[config.mk]
export PLATFORM = sky130hd
export DESIGN_NAME = radar_target_frame_decoder
export DESIGN_NICKNAME = d
export VERILOG_FILES = /design/src/hdl/rtfd_pkg.sv /design/src/hdl/rtfd_front.sv /design/src/hdl/rtfd_queue.sv /design/src/hdl/rtfd_back.sv /design/src/hdl/radar_target_frame_decoder.sv
export SDC_FILE = /design/constraint.sdc
export NUM_CORES = 1
export LEC_CHECK = 0
export ABC_AREA = 1
export ABC_CLOCK_PERIOD_IN_PS = 9800
export BUFFER_PORTS_ARGS = -buffer_cell sky130_fd_sc_hd__buf_2
export CELL_PAD_IN_SITES_DETAIL_PLACEMENT = 0
export CELL_PAD_IN_SITES_GLOBAL_PLACEMENT = 1
export CORE_MARGIN = 1
export CORE_UTILIZATION = 45
export CTS_CLUSTER_SIZE = 20
export DETAILED_ROUTE_END_ITERATION = 16
export PLACE_DENSITY_LB_ADDON = 0.25
export SLEW_MARGIN = 40
export SYNTH_ARGS = -nofsm -noshare
export SYNTH_HDL_FRONTEND = slang
export SYNTH_SLANG_ARGS = --single-unit
export TNS_END_PERCENT = 20
[constraint.sdc]
create_clock -name clock -period 9.8 [get_ports clock]
set_input_delay 0.98 -clock clock [delete_from_list [all_inputs] [get_ports clock]]
set_output_delay 0.98 -clock clock [all_outputs]
set_load 0.005 [all_outputs]
[src/hdl/rtfd_pkg.sv]
// Shared constants, types and a helper function for the radar target frame decoder.
`default_nettype none
package rtfd_pkg;

   localparam int FRAME_LENGTH  = 30;
   localparam int SLOT_COUNT    = 3;
   localparam int SLOT_BYTES    = 8;
   localparam int SLOT_BASE     = 5;  // window tap holding slot 0, byte 0 before the shift
   localparam int QUEUE_DEPTH   = 2;
   localparam int QPTR_W        = $clog2(QUEUE_DEPTH);
   localparam int QCNT_W        = $clog2(QUEUE_DEPTH + 1);
   localparam int SLOT_W        = 2;
   localparam int CSR_ADDR_W    = 3;
   localparam int CSR_DATA_W    = 16;
   localparam int RSP_DATA_W    = 88;

   localparam logic [7:0] HDR_BYTE0 = 8'hAA;
   localparam logic [7:0] HDR_BYTE1 = 8'hFF;
   localparam logic [7:0] HDR_BYTE2 = 8'h03;
   localparam logic [7:0] HDR_BYTE3 = 8'h00;
   localparam logic [7:0] FTR_BYTE0 = 8'h55;
   localparam logic [7:0] FTR_BYTE1 = 8'hCC;

   localparam logic [15:0] COUNT_MAX = 16'hFFFF;

   localparam logic [CSR_ADDR_W-1:0] CSR_MAX_DISTANCE   = 3'd0;
   localparam logic [CSR_ADDR_W-1:0] CSR_STILL_SPEED    = 3'd1;
   localparam logic [CSR_ADDR_W-1:0] CSR_DIST_TOLERANCE = 3'd2;
   localparam logic [CSR_ADDR_W-1:0] CSR_STATIC_MIN     = 3'd3;
   localparam logic [CSR_ADDR_W-1:0] CSR_RECEDING_LIMIT = 3'd4;

   localparam logic [SLOT_W-1:0] LAST_SLOT = SLOT_W'(SLOT_COUNT - 1);

   // slot k, byte j lives at frame[k][8*j +: 8]
   typedef logic [SLOT_COUNT-1:0][SLOT_BYTES*8-1:0] frame_type;

   typedef struct packed {
      logic [15:0]        max_distance_mm;
      logic [14:0]        still_speed_cms;
      logic [15:0]        still_distance_tolerance_mm;
      logic [15:0]        static_min_frames;
      logic signed [15:0] receding_limit_cms;
   } cfg_type;

   typedef struct packed {
      logic [SLOT_W-1:0]  slot_index;
      logic               target_valid;
      logic signed [15:0] pos_x_mm;
      logic signed [15:0] pos_y_mm;
      logic signed [15:0] speed_cms;
      logic [15:0]        distance_mm;
      logic [15:0]        still_frames;
      logic               is_static;
      logic               approaching;
      logic               last_of_frame;
   } result_type;

   // bit 7 of the high byte set means positive
   function automatic logic signed [15:0] decode_sm(input logic [7:0] lo, input logic [7:0] hi);
      logic [15:0] mag;
      mag = {1'b0, hi[6:0], lo};
      return hi[7] ? signed'(mag) : -signed'(mag);
   endfunction

endpackage
`default_nettype wire

[src/hdl/rtfd_front.sv]
// Front end: byte window, frame sync detection and frame push into the queue.
`default_nettype none
module rtfd_front (
   input  wire logic               clock,
   input  wire logic               reset,
   input  wire logic               req_tvalid,
   output logic                    req_tready,
   input  wire logic [7:0]         req_tdata,   // [7:0] rx_byte
   input  wire logic               q_full,
   output logic                    q_push,
   output rtfd_pkg::frame_type     q_push_data
);
   import rtfd_pkg::*;

   logic [7:0] window_ff [FRAME_LENGTH];
   logic [7:0] window_in [FRAME_LENGTH];
   logic       accept;
   logic       match;

   assign req_tready = !q_full;
   assign accept     = req_tvalid && req_tready;

   // checked against the window as it will be after this byte shifts in
   assign match = (window_ff[1] == HDR_BYTE0) && (window_ff[2] == HDR_BYTE1) &&
                  (window_ff[3] == HDR_BYTE2) && (window_ff[4] == HDR_BYTE3) &&
                  (window_ff[FRAME_LENGTH-1] == FTR_BYTE0) && (req_tdata == FTR_BYTE1);

   assign q_push = accept && match;

   always_comb begin
      for (int k = 0; k < SLOT_COUNT; k++) begin
         for (int j = 0; j < SLOT_BYTES; j++) begin
            q_push_data[k][8*j +: 8] = window_ff[SLOT_BASE + SLOT_BYTES*k + j];
         end
      end
   end

   always_comb begin
      for (int i = 0; i < FRAME_LENGTH; i++) begin
         window_in[i] = window_ff[i];
      end
      if (accept) begin
         if (match) begin
            for (int i = 0; i < FRAME_LENGTH; i++) begin
               window_in[i] = '0;
            end
         end else begin
            for (int i = 0; i < FRAME_LENGTH - 1; i++) begin
               window_in[i] = window_ff[i+1];
            end
            window_in[FRAME_LENGTH-1] = req_tdata;
         end
      end
   end

   always_ff @(posedge clock) begin
      if (reset) begin
         for (int i = 0; i < FRAME_LENGTH; i++) begin
            window_ff[i] <= '0;
         end
      end else begin
         for (int i = 0; i < FRAME_LENGTH; i++) begin
            window_ff[i] <= window_in[i];
         end
      end
   end

endmodule
`default_nettype wire

[src/hdl/rtfd_queue.sv]
// Short frame queue between the front end and the slot decoder.
`default_nettype none
module rtfd_queue (
   input  wire logic               clock,
   input  wire logic               reset,
   input  wire logic               push,
   input  wire rtfd_pkg::frame_type push_data,
   output logic                    full,
   input  wire logic               pop,
   output logic                    head_valid,
   output rtfd_pkg::frame_type     head_data
);
   import rtfd_pkg::*;

   frame_type          mem_ff [QUEUE_DEPTH];
   logic [QPTR_W-1:0]  wr_ptr_ff, wr_ptr_in;
   logic [QPTR_W-1:0]  rd_ptr_ff, rd_ptr_in;
   logic [QCNT_W-1:0]  count_ff, count_in;
   logic               do_push, do_pop;

   assign full       = (count_ff == QCNT_W'(QUEUE_DEPTH));
   assign head_valid = (count_ff != '0);
   assign head_data  = mem_ff[rd_ptr_ff];
   assign do_push    = push && !full;
   assign do_pop     = pop && head_valid;

   always_comb begin
      wr_ptr_in = wr_ptr_ff;
      rd_ptr_in = rd_ptr_ff;
      count_in  = count_ff;
      if (do_push) begin
         wr_ptr_in = (wr_ptr_ff == QPTR_W'(QUEUE_DEPTH - 1)) ? '0 : wr_ptr_ff + 1'b1;
      end
      if (do_pop) begin
         rd_ptr_in = (rd_ptr_ff == QPTR_W'(QUEUE_DEPTH - 1)) ? '0 : rd_ptr_ff + 1'b1;
      end
      if (do_push && !do_pop) begin
         count_in = count_ff + 1'b1;
      end else if (do_pop && !do_push) begin
         count_in = count_ff - 1'b1;
      end
   end

   always_ff @(posedge clock) begin
      if (do_push) begin
         mem_ff[wr_ptr_ff] <= push_data;
      end
   end

   always_ff @(posedge clock) begin
      if (reset) begin
         wr_ptr_ff <= '0;
         rd_ptr_ff <= '0;
         count_ff  <= '0;
      end else begin
         wr_ptr_ff <= wr_ptr_in;
         rd_ptr_ff <= rd_ptr_in;
         count_ff  <= count_in;
      end
   end

endmodule
`default_nettype wire

[src/hdl/rtfd_back.sv]
// Back end: per-slot decode, still-frame tracking and the result register.
`default_nettype none
module rtfd_back (
   input  wire logic               clock,
   input  wire logic               reset,
   input  wire rtfd_pkg::cfg_type  cfg,
   input  wire logic               q_valid,
   input  wire rtfd_pkg::frame_type q_data,
   output logic                    q_pop,
   output logic                    out_valid,
   input  wire logic               out_ready,
   output rtfd_pkg::result_type    out_result
);
   import rtfd_pkg::*;

   typedef struct packed {
      logic [SLOT_W-1:0]  slot;
      logic               valid;
      logic               still_ok;
      logic               approaching;
      logic signed [15:0] pos_x;
      logic signed [15:0] pos_y;
      logic signed [15:0] speed;
      logic [15:0]        distance;
   } stage_type;

   logic [SLOT_W-1:0] sel_ff, sel_in;
   logic              s1_valid_ff, s1_valid_in;
   stage_type         s1_ff, s1_in;
   logic              out_valid_ff, out_valid_in;
   result_type        out_ff, out_in;
   logic              any_valid_ff, any_valid_in;
   logic [15:0]       prev_ff [SLOT_COUNT];
   logic [15:0]       cnt_ff  [SLOT_COUNT];

   logic              adv_out, move, load;
   logic [63:0]       slot_bytes;
   logic [14:0]       abs_speed;
   logic [15:0]       slot_dist, prev_dist, dist_delta;
   logic [15:0]       cnt_cur, cnt_new;
   logic              clear_all;

   assign adv_out = !out_valid_ff || out_ready;
   assign move    = s1_valid_ff && adv_out;
   // hold the next frame's first slot until the frame-end clear has landed
   assign load    = q_valid && (!s1_valid_ff || adv_out) &&
                    !(s1_valid_ff && (s1_ff.slot == LAST_SLOT));
   assign q_pop   = load && (sel_ff == LAST_SLOT);

   // stage 1: decode the selected slot
   always_comb begin
      slot_bytes = q_data[sel_ff];
      slot_dist  = {slot_bytes[63:56], slot_bytes[55:48]};
      abs_speed  = {slot_bytes[46:40], slot_bytes[39:32]};
      prev_dist  = prev_ff[sel_ff];
      dist_delta = (slot_dist >= prev_dist) ? (slot_dist - prev_dist) :
                                              (prev_dist - slot_dist);

      s1_in.slot     = sel_ff;
      s1_in.pos_x    = decode_sm(slot_bytes[7:0],   slot_bytes[15:8]);
      s1_in.pos_y    = decode_sm(slot_bytes[23:16], slot_bytes[31:24]);
      s1_in.speed    = decode_sm(slot_bytes[39:32], slot_bytes[47:40]);
      s1_in.distance = slot_dist;
      s1_in.valid    = (slot_dist != '0) && (slot_dist < cfg.max_distance_mm);
      s1_in.still_ok = (abs_speed < cfg.still_speed_cms) &&
                       (dist_delta < cfg.still_distance_tolerance_mm);
      s1_in.approaching = s1_in.valid && (s1_in.speed <= cfg.receding_limit_cms);

      sel_in      = sel_ff;
      s1_valid_in = s1_valid_ff;
      if (load) begin
         sel_in      = (sel_ff == LAST_SLOT) ? '0 : sel_ff + 1'b1;
         s1_valid_in = 1'b1;
      end else if (move) begin
         s1_valid_in = 1'b0;
      end
   end

   // stage 2: counter update and result
   always_comb begin
      cnt_cur = cnt_ff[s1_ff.slot];
      if (!s1_ff.still_ok) begin
         cnt_new = '0;
      end else if (cnt_cur == COUNT_MAX) begin
         cnt_new = cnt_cur;
      end else begin
         cnt_new = cnt_cur + 1'b1;
      end

      out_in.slot_index    = s1_ff.slot;
      out_in.target_valid  = s1_ff.valid;
      out_in.pos_x_mm      = s1_ff.pos_x;
      out_in.pos_y_mm      = s1_ff.pos_y;
      out_in.speed_cms     = s1_ff.speed;
      out_in.distance_mm   = s1_ff.distance;
      out_in.still_frames  = s1_ff.valid ? cnt_new : '0;
      out_in.is_static     = s1_ff.valid && (cnt_new >= cfg.static_min_frames);
      out_in.approaching   = s1_ff.approaching;
      out_in.last_of_frame = (s1_ff.slot == LAST_SLOT);

      any_valid_in = (s1_ff.slot == '0) ? s1_ff.valid : (any_valid_ff || s1_ff.valid);
      clear_all    = (s1_ff.slot == LAST_SLOT) && !any_valid_in;

      out_valid_in = out_valid_ff;
      if (move) begin
         out_valid_in = 1'b1;
      end else if (out_ready) begin
         out_valid_in = 1'b0;
      end
   end

   always_ff @(posedge clock) begin
      if (load) begin
         s1_ff <= s1_in;
      end
      if (move) begin
         out_ff <= out_in;
      end
   end

   always_ff @(posedge clock) begin
      if (reset) begin
         sel_ff       <= '0;
         s1_valid_ff  <= 1'b0;
         out_valid_ff <= 1'b0;
         any_valid_ff <= 1'b0;
         for (int i = 0; i < SLOT_COUNT; i++) begin
            prev_ff[i] <= '0;
            cnt_ff[i]  <= '0;
         end
      end else begin
         sel_ff       <= sel_in;
         s1_valid_ff  <= s1_valid_in;
         out_valid_ff <= out_valid_in;
         if (move) begin
            any_valid_ff <= any_valid_in;
            if (clear_all) begin
               for (int i = 0; i < SLOT_COUNT; i++) begin
                  prev_ff[i] <= '0;
                  cnt_ff[i]  <= '0;
               end
            end else if (s1_ff.valid) begin
               prev_ff[s1_ff.slot] <= s1_ff.distance;
               cnt_ff[s1_ff.slot]  <= cnt_new;
            end
         end
      end
   end

   assign out_valid  = out_valid_ff;
   assign out_result = out_ff;

endmodule
`default_nettype wire

[src/hdl/radar_target_frame_decoder.sv]
// Top level: configuration registers, front end, frame queue and slot decoder.
// Takes one byte per cycle, stalling only while the queue (two frames) is full;
// a byte that closes a frame yields three results through the queue, decode
// and result registers, one per cycle while rsp_tready is high.
// Synchronous active-high reset clears the window, counters and queue and
// loads the register defaults.
`default_nettype none
module radar_target_frame_decoder (
   input  wire logic                              clock,
   input  wire logic                              reset,
   input  wire logic                              req_tvalid,
   output logic                                   req_tready,
   input  wire logic [7:0]                        req_tdata,  // [7:0] rx_byte
   output logic                                   rsp_tvalid,
   input  wire logic                              rsp_tready,
   // [1:0] slot_index, [2] target_valid, [18:3] pos_x_mm, [34:19] pos_y_mm,
   // [50:35] speed_cms, [66:51] distance_mm, [82:67] still_frames,
   // [83] is_static, [84] approaching, [87:85] zero
   output logic [rtfd_pkg::RSP_DATA_W-1:0]        rsp_tdata,
   output logic                                   rsp_tlast,  // last_of_frame
   input  wire logic                              csr_we,
   input  wire logic [rtfd_pkg::CSR_ADDR_W-1:0]   csr_addr,
   input  wire logic [rtfd_pkg::CSR_DATA_W-1:0]   csr_wdata
);
   import rtfd_pkg::*;

   cfg_type    cfg_ff;
   logic       q_full, q_push, q_pop, q_valid;
   frame_type  q_push_data, q_head;
   result_type result;

   always_ff @(posedge clock) begin
      if (reset) begin
         cfg_ff.max_distance_mm             <= 16'd8000;
         cfg_ff.still_speed_cms             <= 15'd83;
         cfg_ff.still_distance_tolerance_mm <= 16'd100;
         cfg_ff.static_min_frames           <= 16'd80;
         cfg_ff.receding_limit_cms          <= '0;
      end else if (csr_we) begin
         unique case (csr_addr)
            CSR_MAX_DISTANCE:   cfg_ff.max_distance_mm             <= csr_wdata;
            CSR_STILL_SPEED:    cfg_ff.still_speed_cms             <= csr_wdata[14:0];
            CSR_DIST_TOLERANCE: cfg_ff.still_distance_tolerance_mm <= csr_wdata;
            CSR_STATIC_MIN:     cfg_ff.static_min_frames           <= csr_wdata;
            CSR_RECEDING_LIMIT: cfg_ff.receding_limit_cms          <= signed'(csr_wdata);
            default: ;
         endcase
      end
   end

   rtfd_front u_front (
      .clock       (clock),
      .reset       (reset),
      .req_tvalid  (req_tvalid),
      .req_tready  (req_tready),
      .req_tdata   (req_tdata),
      .q_full      (q_full),
      .q_push      (q_push),
      .q_push_data (q_push_data)
   );

   rtfd_queue u_queue (
      .clock      (clock),
      .reset      (reset),
      .push       (q_push),
      .push_data  (q_push_data),
      .full       (q_full),
      .pop        (q_pop),
      .head_valid (q_valid),
      .head_data  (q_head)
   );

   rtfd_back u_back (
      .clock      (clock),
      .reset      (reset),
      .cfg        (cfg_ff),
      .q_valid    (q_valid),
      .q_data     (q_head),
      .q_pop      (q_pop),
      .out_valid  (rsp_tvalid),
      .out_ready  (rsp_tready),
      .out_result (result)
   );

   assign rsp_tdata = {3'b000, result.approaching, result.is_static, result.still_frames,
                       result.distance_mm, result.speed_cms, result.pos_y_mm,
                       result.pos_x_mm, result.target_valid, result.slot_index};
   assign rsp_tlast = result.last_of_frame;

endmodule
`default_nettype wire
==> results.yml, run 1 <==
synth:
  netlist_instances: 4115
  synth_most_common_cell: "nand2_1"
  synth_area_mm2: 0.04268
  synth_top_area_frac: 0.4862
  async_flop_share: 0
  synth.area.top_cells: "edfxtp_1 49%, dfxtp_1 14%, nand2_1 6.3%, nand3_1 6.0%, nor2_1 3.4%"
  yosysTopAreaCell: "edfxtp_1"
  netlist_top_cells_count: "711 x nand2_1, 691 x edfxtp_1, 510 x nand3_1, 389 x nor2_1, 376 x inv_1"
  synth_edf_count: 691
  synth_seq_area_share: 0.6274
  synth_cell_types: 63
  avgSynthCellArea_um2: 10.37
  synth-seq-cells: 992
  synth-main-ff-cell: "edfxtp_1"
  ys_warn_count: 0
critical_path:
  crit_path_end_kind: "register"
  path_max_fanout: 42
  reg2reg_setup_slack_ns: 4.37
  crit_arrival_ns: 5.96
  cp_slowest_cell: "dfxtp_1"
  cp-start-kind: "register"
  crit_path_frequent_cell: "nand2_1"
  path_class: "reg -> reg"
  crit_required_ns: 10.33
  max_stage_delay_ns: 0.67
routing:
  avgViaCountPerCell: 5.271
  vias: 29050
  firstDrtPassIters: 5
  antenna_violating_nets_post_route: 0
  drc: 0
  wirelength_um: 110000
  drtIter0Drc: 2011
  routedWlPerCell_um: 19.95
pwr:
  power_switching_uw: 1826
  internal-power_uw: 6862
  ir_drop_mv: 0.1236
  p_sw_frac: 0.2102
  pwr-share-seq: 0.516
  pwr-share-clk: 0.458
  p_leak_uw: 0.01927
  comb_power_share: 0.026
  power.density_mw_per_mm2: 182.3
timing:
  rsz0062_at_grt: "false"
  clock.fmax_ghz: 0.1840
  finalHoldViolCount: 0
  period_share: 0.5545
  setup_violations: 0
  tightest_slew_ns: 0.8455
  period_minus_slack_ns: 5.434
  maxSlewViolCount: 0
  hold_slack_ns: 0.4177
  fin_tns_setup_ns: 0
  relSlewSlack: 0.4363
  worst_clock_skew_ns: 0.01819
die:
  die_x_um: 310.0
  coreArea_mm2: 0.09361
  rows: 112
  die-area_mm2: 0.09607
  die_y_um: 310.0
  initial_core_util: 0.4559
  top_level_ports: 123
clock_tree:
  cts_made_buffers: 104
  cts.clk_slew.worst_paths_ns: 0.06
  clk_path_buf_depth: 3
  cts.repair.resized: 0
  hold_buffers: 0
  cts_tree: "done"
  cts-root-buf: "clkbuf_16"
  clk_latency_ns: 0.69
  clock-sinks: 992
  cts_setup_buffers: 0
  cts_max_level: 3
final_layout:
  layout.nets: 4313
  layoutNonFillerInstCount: 5511
  diodes: 0
  area_growth_syn_to_layout_pct: 11.70
  drive_gt1_frac: 0.1177
job:
  drv_cap: 0
placed_design:
  port_buffers: 119
  gp_congestion: 0.8733
  dp_hpwl_um: 71460
  dp_cells: 5315
global_routing:
  grt_antenna_before_repair: 1
  grt_max_degree: 130
  overflow: 0
  grt_use_total: 0.2270
  grt_pass1_wl_um: 165300
  grt_pass1_vias: 27240
status:
  outcome: "complete, no violations"
min_path:
  holdCritPathClass: "reg -> reg"
==> flip-flops by register name, summed over array words and instances, names as in the netlist, 2 cells and up, named ones only <==
signal / count
u_queue.mem_ff: 384
u_back.prev_ff: 64
u_front.window_ff: 232
cfg_ff: 79
u_back.out_in: 68
u_back.out_result: 86
u_back.sel_ff: 2
u_queue.count_ff: 2
u_back.cnt_ff: 64
==> routing by layer <==
layer / track usage / up-vias / share of wire
li1: - / 14130 / -
met1: 0.3003 / 14080 / 0.44
met2: 0.3886 / 661 / 0.49
met3: 0.02595 / 177 / 0.038
met4: 0.07309 / 0 / 0.029
met5: 0 / - / 0
==> cell type report <==
class	count	area (µm²)
well taps	1254	1569
multi-input cells	2511	13340
flip-flops and latches	992	26780
clock buffers	154	3003
repair buffers	159	994.7
inverters	399	1526
fillers	8552	45940
clock inverters	42	460.4
==> metrics by stage <==
stage                     utilization  setup WS, ns  cell area [µm²]  power, µW
after floorplan                     -       -0.5235            42680       4716
after global placement         0.4708         4.549            44070       4797
after detailed placement       0.4722         4.476            44200       4799
after CTS                      0.5092         4.400            47660       8748
after global routing           0.5092         3.770            47670       8930
final                          0.5092         4.366            47670       8688
==> power by group through the flow <==
stage	Clock [µW]	Sequential, µW	Combinational, µW
2_1_floorplan	0	4570	149
3_3_place_gp	0	4570	224
3_5_place_dp	0	4570	227
4_1_cts	4040	4480	228
5_1_grt	4190	4480	251
6_report	3980	4480	226
==> final timing paths <==
path	from	end	cells after the start
worst max-delay path	u_back.sel_ff[1]$_SDFFE_PP0P_	u_back.s1_ff[65]$_DFFE_PP_	28
worst min-delay path	u_back.out_in[81]$_DFFE_PP_	u_back.out_result[81]$_DFFE_PP_	0
worst max register to register	u_back.sel_ff[1]$_SDFFE_PP0P_	u_back.s1_ff[65]$_DFFE_PP_	28
worst min register to register	u_back.out_in[81]$_DFFE_PP_	u_back.out_result[81]$_DFFE_PP_	0
==> logic make-up after synthesis <==
group	share of synthesized area
XOR/XNOR	0.01108
other	0.00008787
adder cells (fa/ha/maj)	0.03378
buffers and inverters	0.06218
AO/OA/AOI/OAI	0.07599
AND/OR/NAND/NOR	0.1887
flip-flops	0.6274
multiplexers	0.0007915
==> cells in the final DEF (no fill, tap or decap), types with 8 or more instances in the layout <==
cell type	instances
clkinv_1	12
nand2_2	15
nand3_2	25
dfxtp_1	300
a21oi_1	155
clkbuf_1	31
ha_1	112
or2_1	18
clkinv_2	18
clkbuf_16	106
o21ai_0	193
buf_4	29
inv_2	14
nor2_4	15
nor4_1	9
xnor2_1	10
o211ai_1	94
xor2_1	44
o21ai_1	16
o211ai_2	15
nand2_1	704
nor2_2	30
o21a_1	9
inv_1	374
or2_2	38
clkbuf_8	17
or2_0	9
a32oi_1	15
buf_2	119
edfxtp_1	691
nor2_1	385
nand3_1	510
bufinv_16	8
nand4_1	21
==> worst max-delay path, delay by kind of cell (launching register included) <==
| kind | cells | cell delay, ns |
|---|---|---|
| simple gates | 15 | 2.05 |
| flops | 1 | 0.67 |
| fa+ha+maj | 2 | 0.59 |
| buf+inv | 7 | 1.47 |
| compound gates | 4 | 0.48 |
No activity file was read; power rests on OpenSTA's default activity.
==> run 2: changes to the inputs <==
--- a/config.mk
+++ b/config.mk
@@ -6,7 +6,7 @@
 export NUM_CORES = 1
 export LEC_CHECK = 0
 export ABC_AREA = 1
-export ABC_CLOCK_PERIOD_IN_PS = 9800
+export ABC_CLOCK_PERIOD_IN_PS = 4800
 export BUFFER_PORTS_ARGS = -buffer_cell sky130_fd_sc_hd__buf_2
 export CELL_PAD_IN_SITES_DETAIL_PLACEMENT = 0
 export CELL_PAD_IN_SITES_GLOBAL_PLACEMENT = 1
==> constraint.sdc (replaced) <==
create_clock -name clock -period 4.8 [get_ports clock]
set_input_delay 0.48 -clock clock [delete_from_list [all_inputs] [get_ports clock]]
set_output_delay 0.48 -clock clock [all_outputs]
set_load 0.005 [all_outputs]
==> run 2 against run 1 <==
Compared with the run above:
- clock skew increased by 0.032 ns
- flip-flop and latch count unchanged
- worst setup slack got worse by 3.9 ns
- wire length decreased by 0.30%
- register-to-register slack got worse by 3.9 ns
- non-clock buffer count increased by 50
- largest power group unchanged
==> results.yml, run 2 (same netlist as run 1, synthesis figures left out) <==
status:
  outcome: "complete, no violations"
placed_design:
  dp_hpwl_um: 73810
  port_buffers: 119
  pre_cts_ws_ns: 0.3051
  gp_congestion: 0.8695
timing:
  rsz0062_at_grt: "false"
  clock.fmax_ghz: 0.2299
  period_minus_slack_ns: 4.349
  relSlewSlack: 0.4169
  tightest_slew_ns: 0.8726
  setup_violations: 0
  period_share: 0.9061
  maxSlewViolCount: 0
  finalHoldViolCount: 0
  worst_clock_skew_ns: 0.04982
  setup_ws_ns: 0.4508
  fin_tns_setup_ns: 0
global_routing:
  grt_max_degree: 166
  grt_pass1_vias: 27280
  grt_use_total: 0.2269
  grt_pass1_wl_um: 165700
  grt_antenna_before_repair: 0
  overflow: 0
routing:
  routedWlPerCell_um: 19.71
  drc: 0
  firstDrtPassIters: 5
  drtIter0Drc: 2306
  antenna_violating_nets_post_route: 0
  wirelength_um: 109600
  vias: 29050
  avgViaCountPerCell: 5.223
final_layout:
  area_growth_syn_to_layout_pct: 12.79
  largest_register: "u_queue.mem_ff"
  seq_area_mm2: 0.02678
  drive_gt1_frac: 0.1291
  layout_commonest_cell: "nand2_1"
  layout_common_cells: "708 x nand2_1, 691 x edfxtp_1, 508 x nand3_1"
  multi_input_area_mm2: 0.01332
  diodes: 0
  layout.nets: 4362
  final.fill_count: 8519
  largest_reg_flops: 384
die:
  top_level_ports: 123
  rows: 112
  die_y_um: 310.0
  coreArea_mm2: 0.09361
  die_x_um: 310.0
  die-area_mm2: 0.09607
  initial_core_util: 0.4559
clock_tree:
  cts_max_level: 3
  cts-root-buf: "clkbuf_16"
  cts_made_buffers: 103
  clk_path_buf_depth: 3
  cts.clk_slew.worst_paths_ns: 0.06
  clk_latency_ns: 0.70
  clock-sinks: 992
  cts_tree: "done"
critical_path:
  crit_required_ns: 5.20
  crit_arrival_ns: 4.75
  path_class: "reg -> reg"
  path_max_fanout: 17
  crit_path_end_kind: "register"
  cp-start-kind: "register"
pwr:
  ir_drop_mv: 0.2893
  power_uw: 17870
  p_leak_uw: 0.01951
  power.density_mw_per_mm2: 371.2
job:
  drv_cap: 0
min_path:
  holdCritPathClass: "in -> reg"
==> run 2: changes by cell type in the layout (fill, tap and decap cells not counted), sizes merged <==
cell | previous run | this run
clkinvlp | 0 | 7
buf | 159 | 208
clkinv | 35 | 50
bufinv | 8 | 12
clkbuf | 154 | 127
dlygate4sd3 | 0 | 1
inv | 398 | 399
==> run 2: repair_timing <==
| action | in CTS | in global routing |
|---|---|---|
| buffers inserted | 0 | 5 |
| resized for setup | 0 | 2 |
| hold endpoints to repair | 1 | 0 |
| hold buffers | 1 | 0 |
| endpoints found under the setup margin | 0 | 1 |
==> run 2: worst paths after layout <==
| path | startpoint | to | slack [ns] | cells past startpoint |
|---|---|---|---|---|
| hold / removal | req_tdata[2] | u_front.window_ff[7][10]$_SDFFE_PP0P_ | 0.13 | 3 |
| setup reg to reg | u_back.sel_ff[0]$_SDFFE_PP0P_ | u_back.s1_ff[65]$_DFFE_PP_ | 0.45 | 26 |
| hold reg to reg | u_back.out_in[57]$_DFFE_PP_ | u_back.out_result[57]$_DFFE_PP_ | 0.41 | 0 |
| setup / recovery | u_back.sel_ff[0]$_SDFFE_PP0P_ | u_back.s1_ff[65]$_DFFE_PP_ | 0.45 | 26 |
==> run 2: power breakdown <==
part | internal [µW] | switching [µW]
combinational | 126 | 340
sequential | 9120 | 29.3
clock | 4820 | 3430
==> run 2: layout make-up <==
cell class	count	share of cell area
tap	1254	0.03260
sequential	992	0.5564
timing repair buffer	209	0.02859
inverter	399	0.03177
clock inverter	69	0.01588
clock buffer	127	0.05802
multi-input combinational	2511	0.2768
==> run 2: metal layers <==
layer  track usage  vias to the layer above  wire [µm]
li1              -                    14230          -
met4       0.05465                        0       1892
met5             0                        -          0
met1        0.3036                    14060      48640
met2        0.3919                      632      54230
met3       0.02745                      123       4873
==> run 2: critical path, stage by stage (launching register included) <==
cell and delay, ns:
dfxtp_1 0.52, inv_4 0.12, nor2_8 0.27, nand3_1 0.17
nand3_2 0.16, inv_1 0.06, ha_1 0.21, fa_1 0.46
o21ai_0 0.27, nand2_1 0.09, o211ai_1 0.17, nand2_1 0.11
nand3_2 0.09, buf_4 0.22, o21ai_0 0.12, nand2_1 0.08
inv_1 0.04, ha_1 0.28, nand2_1 0.04, o21ai_0 0.19
nand4_1 0.10, nand2_1 0.07, nand2_1 0.04, nand2_1 0.07
nand2_1 0.05, nand2_1 0.05, a21oi_1 0.03
==> run 2: stage by stage <==
step | instance area, µm² | utilization | hold WS [ns] | std cells
finish | 48130 | 0.5142 | 0.1334 | 5561
global route | 48130 | 0.5142 | 0.1144 | 5561
CTS | 48080 | 0.5136 | 0.1073 | 5556
detailed placement | 44510 | 0.4755 | 0.4045 | 5359
global placement | 44480 | 0.4751 | 0.4040 | 5357
floorplan | 42690 | - | 0.4003 | 4117
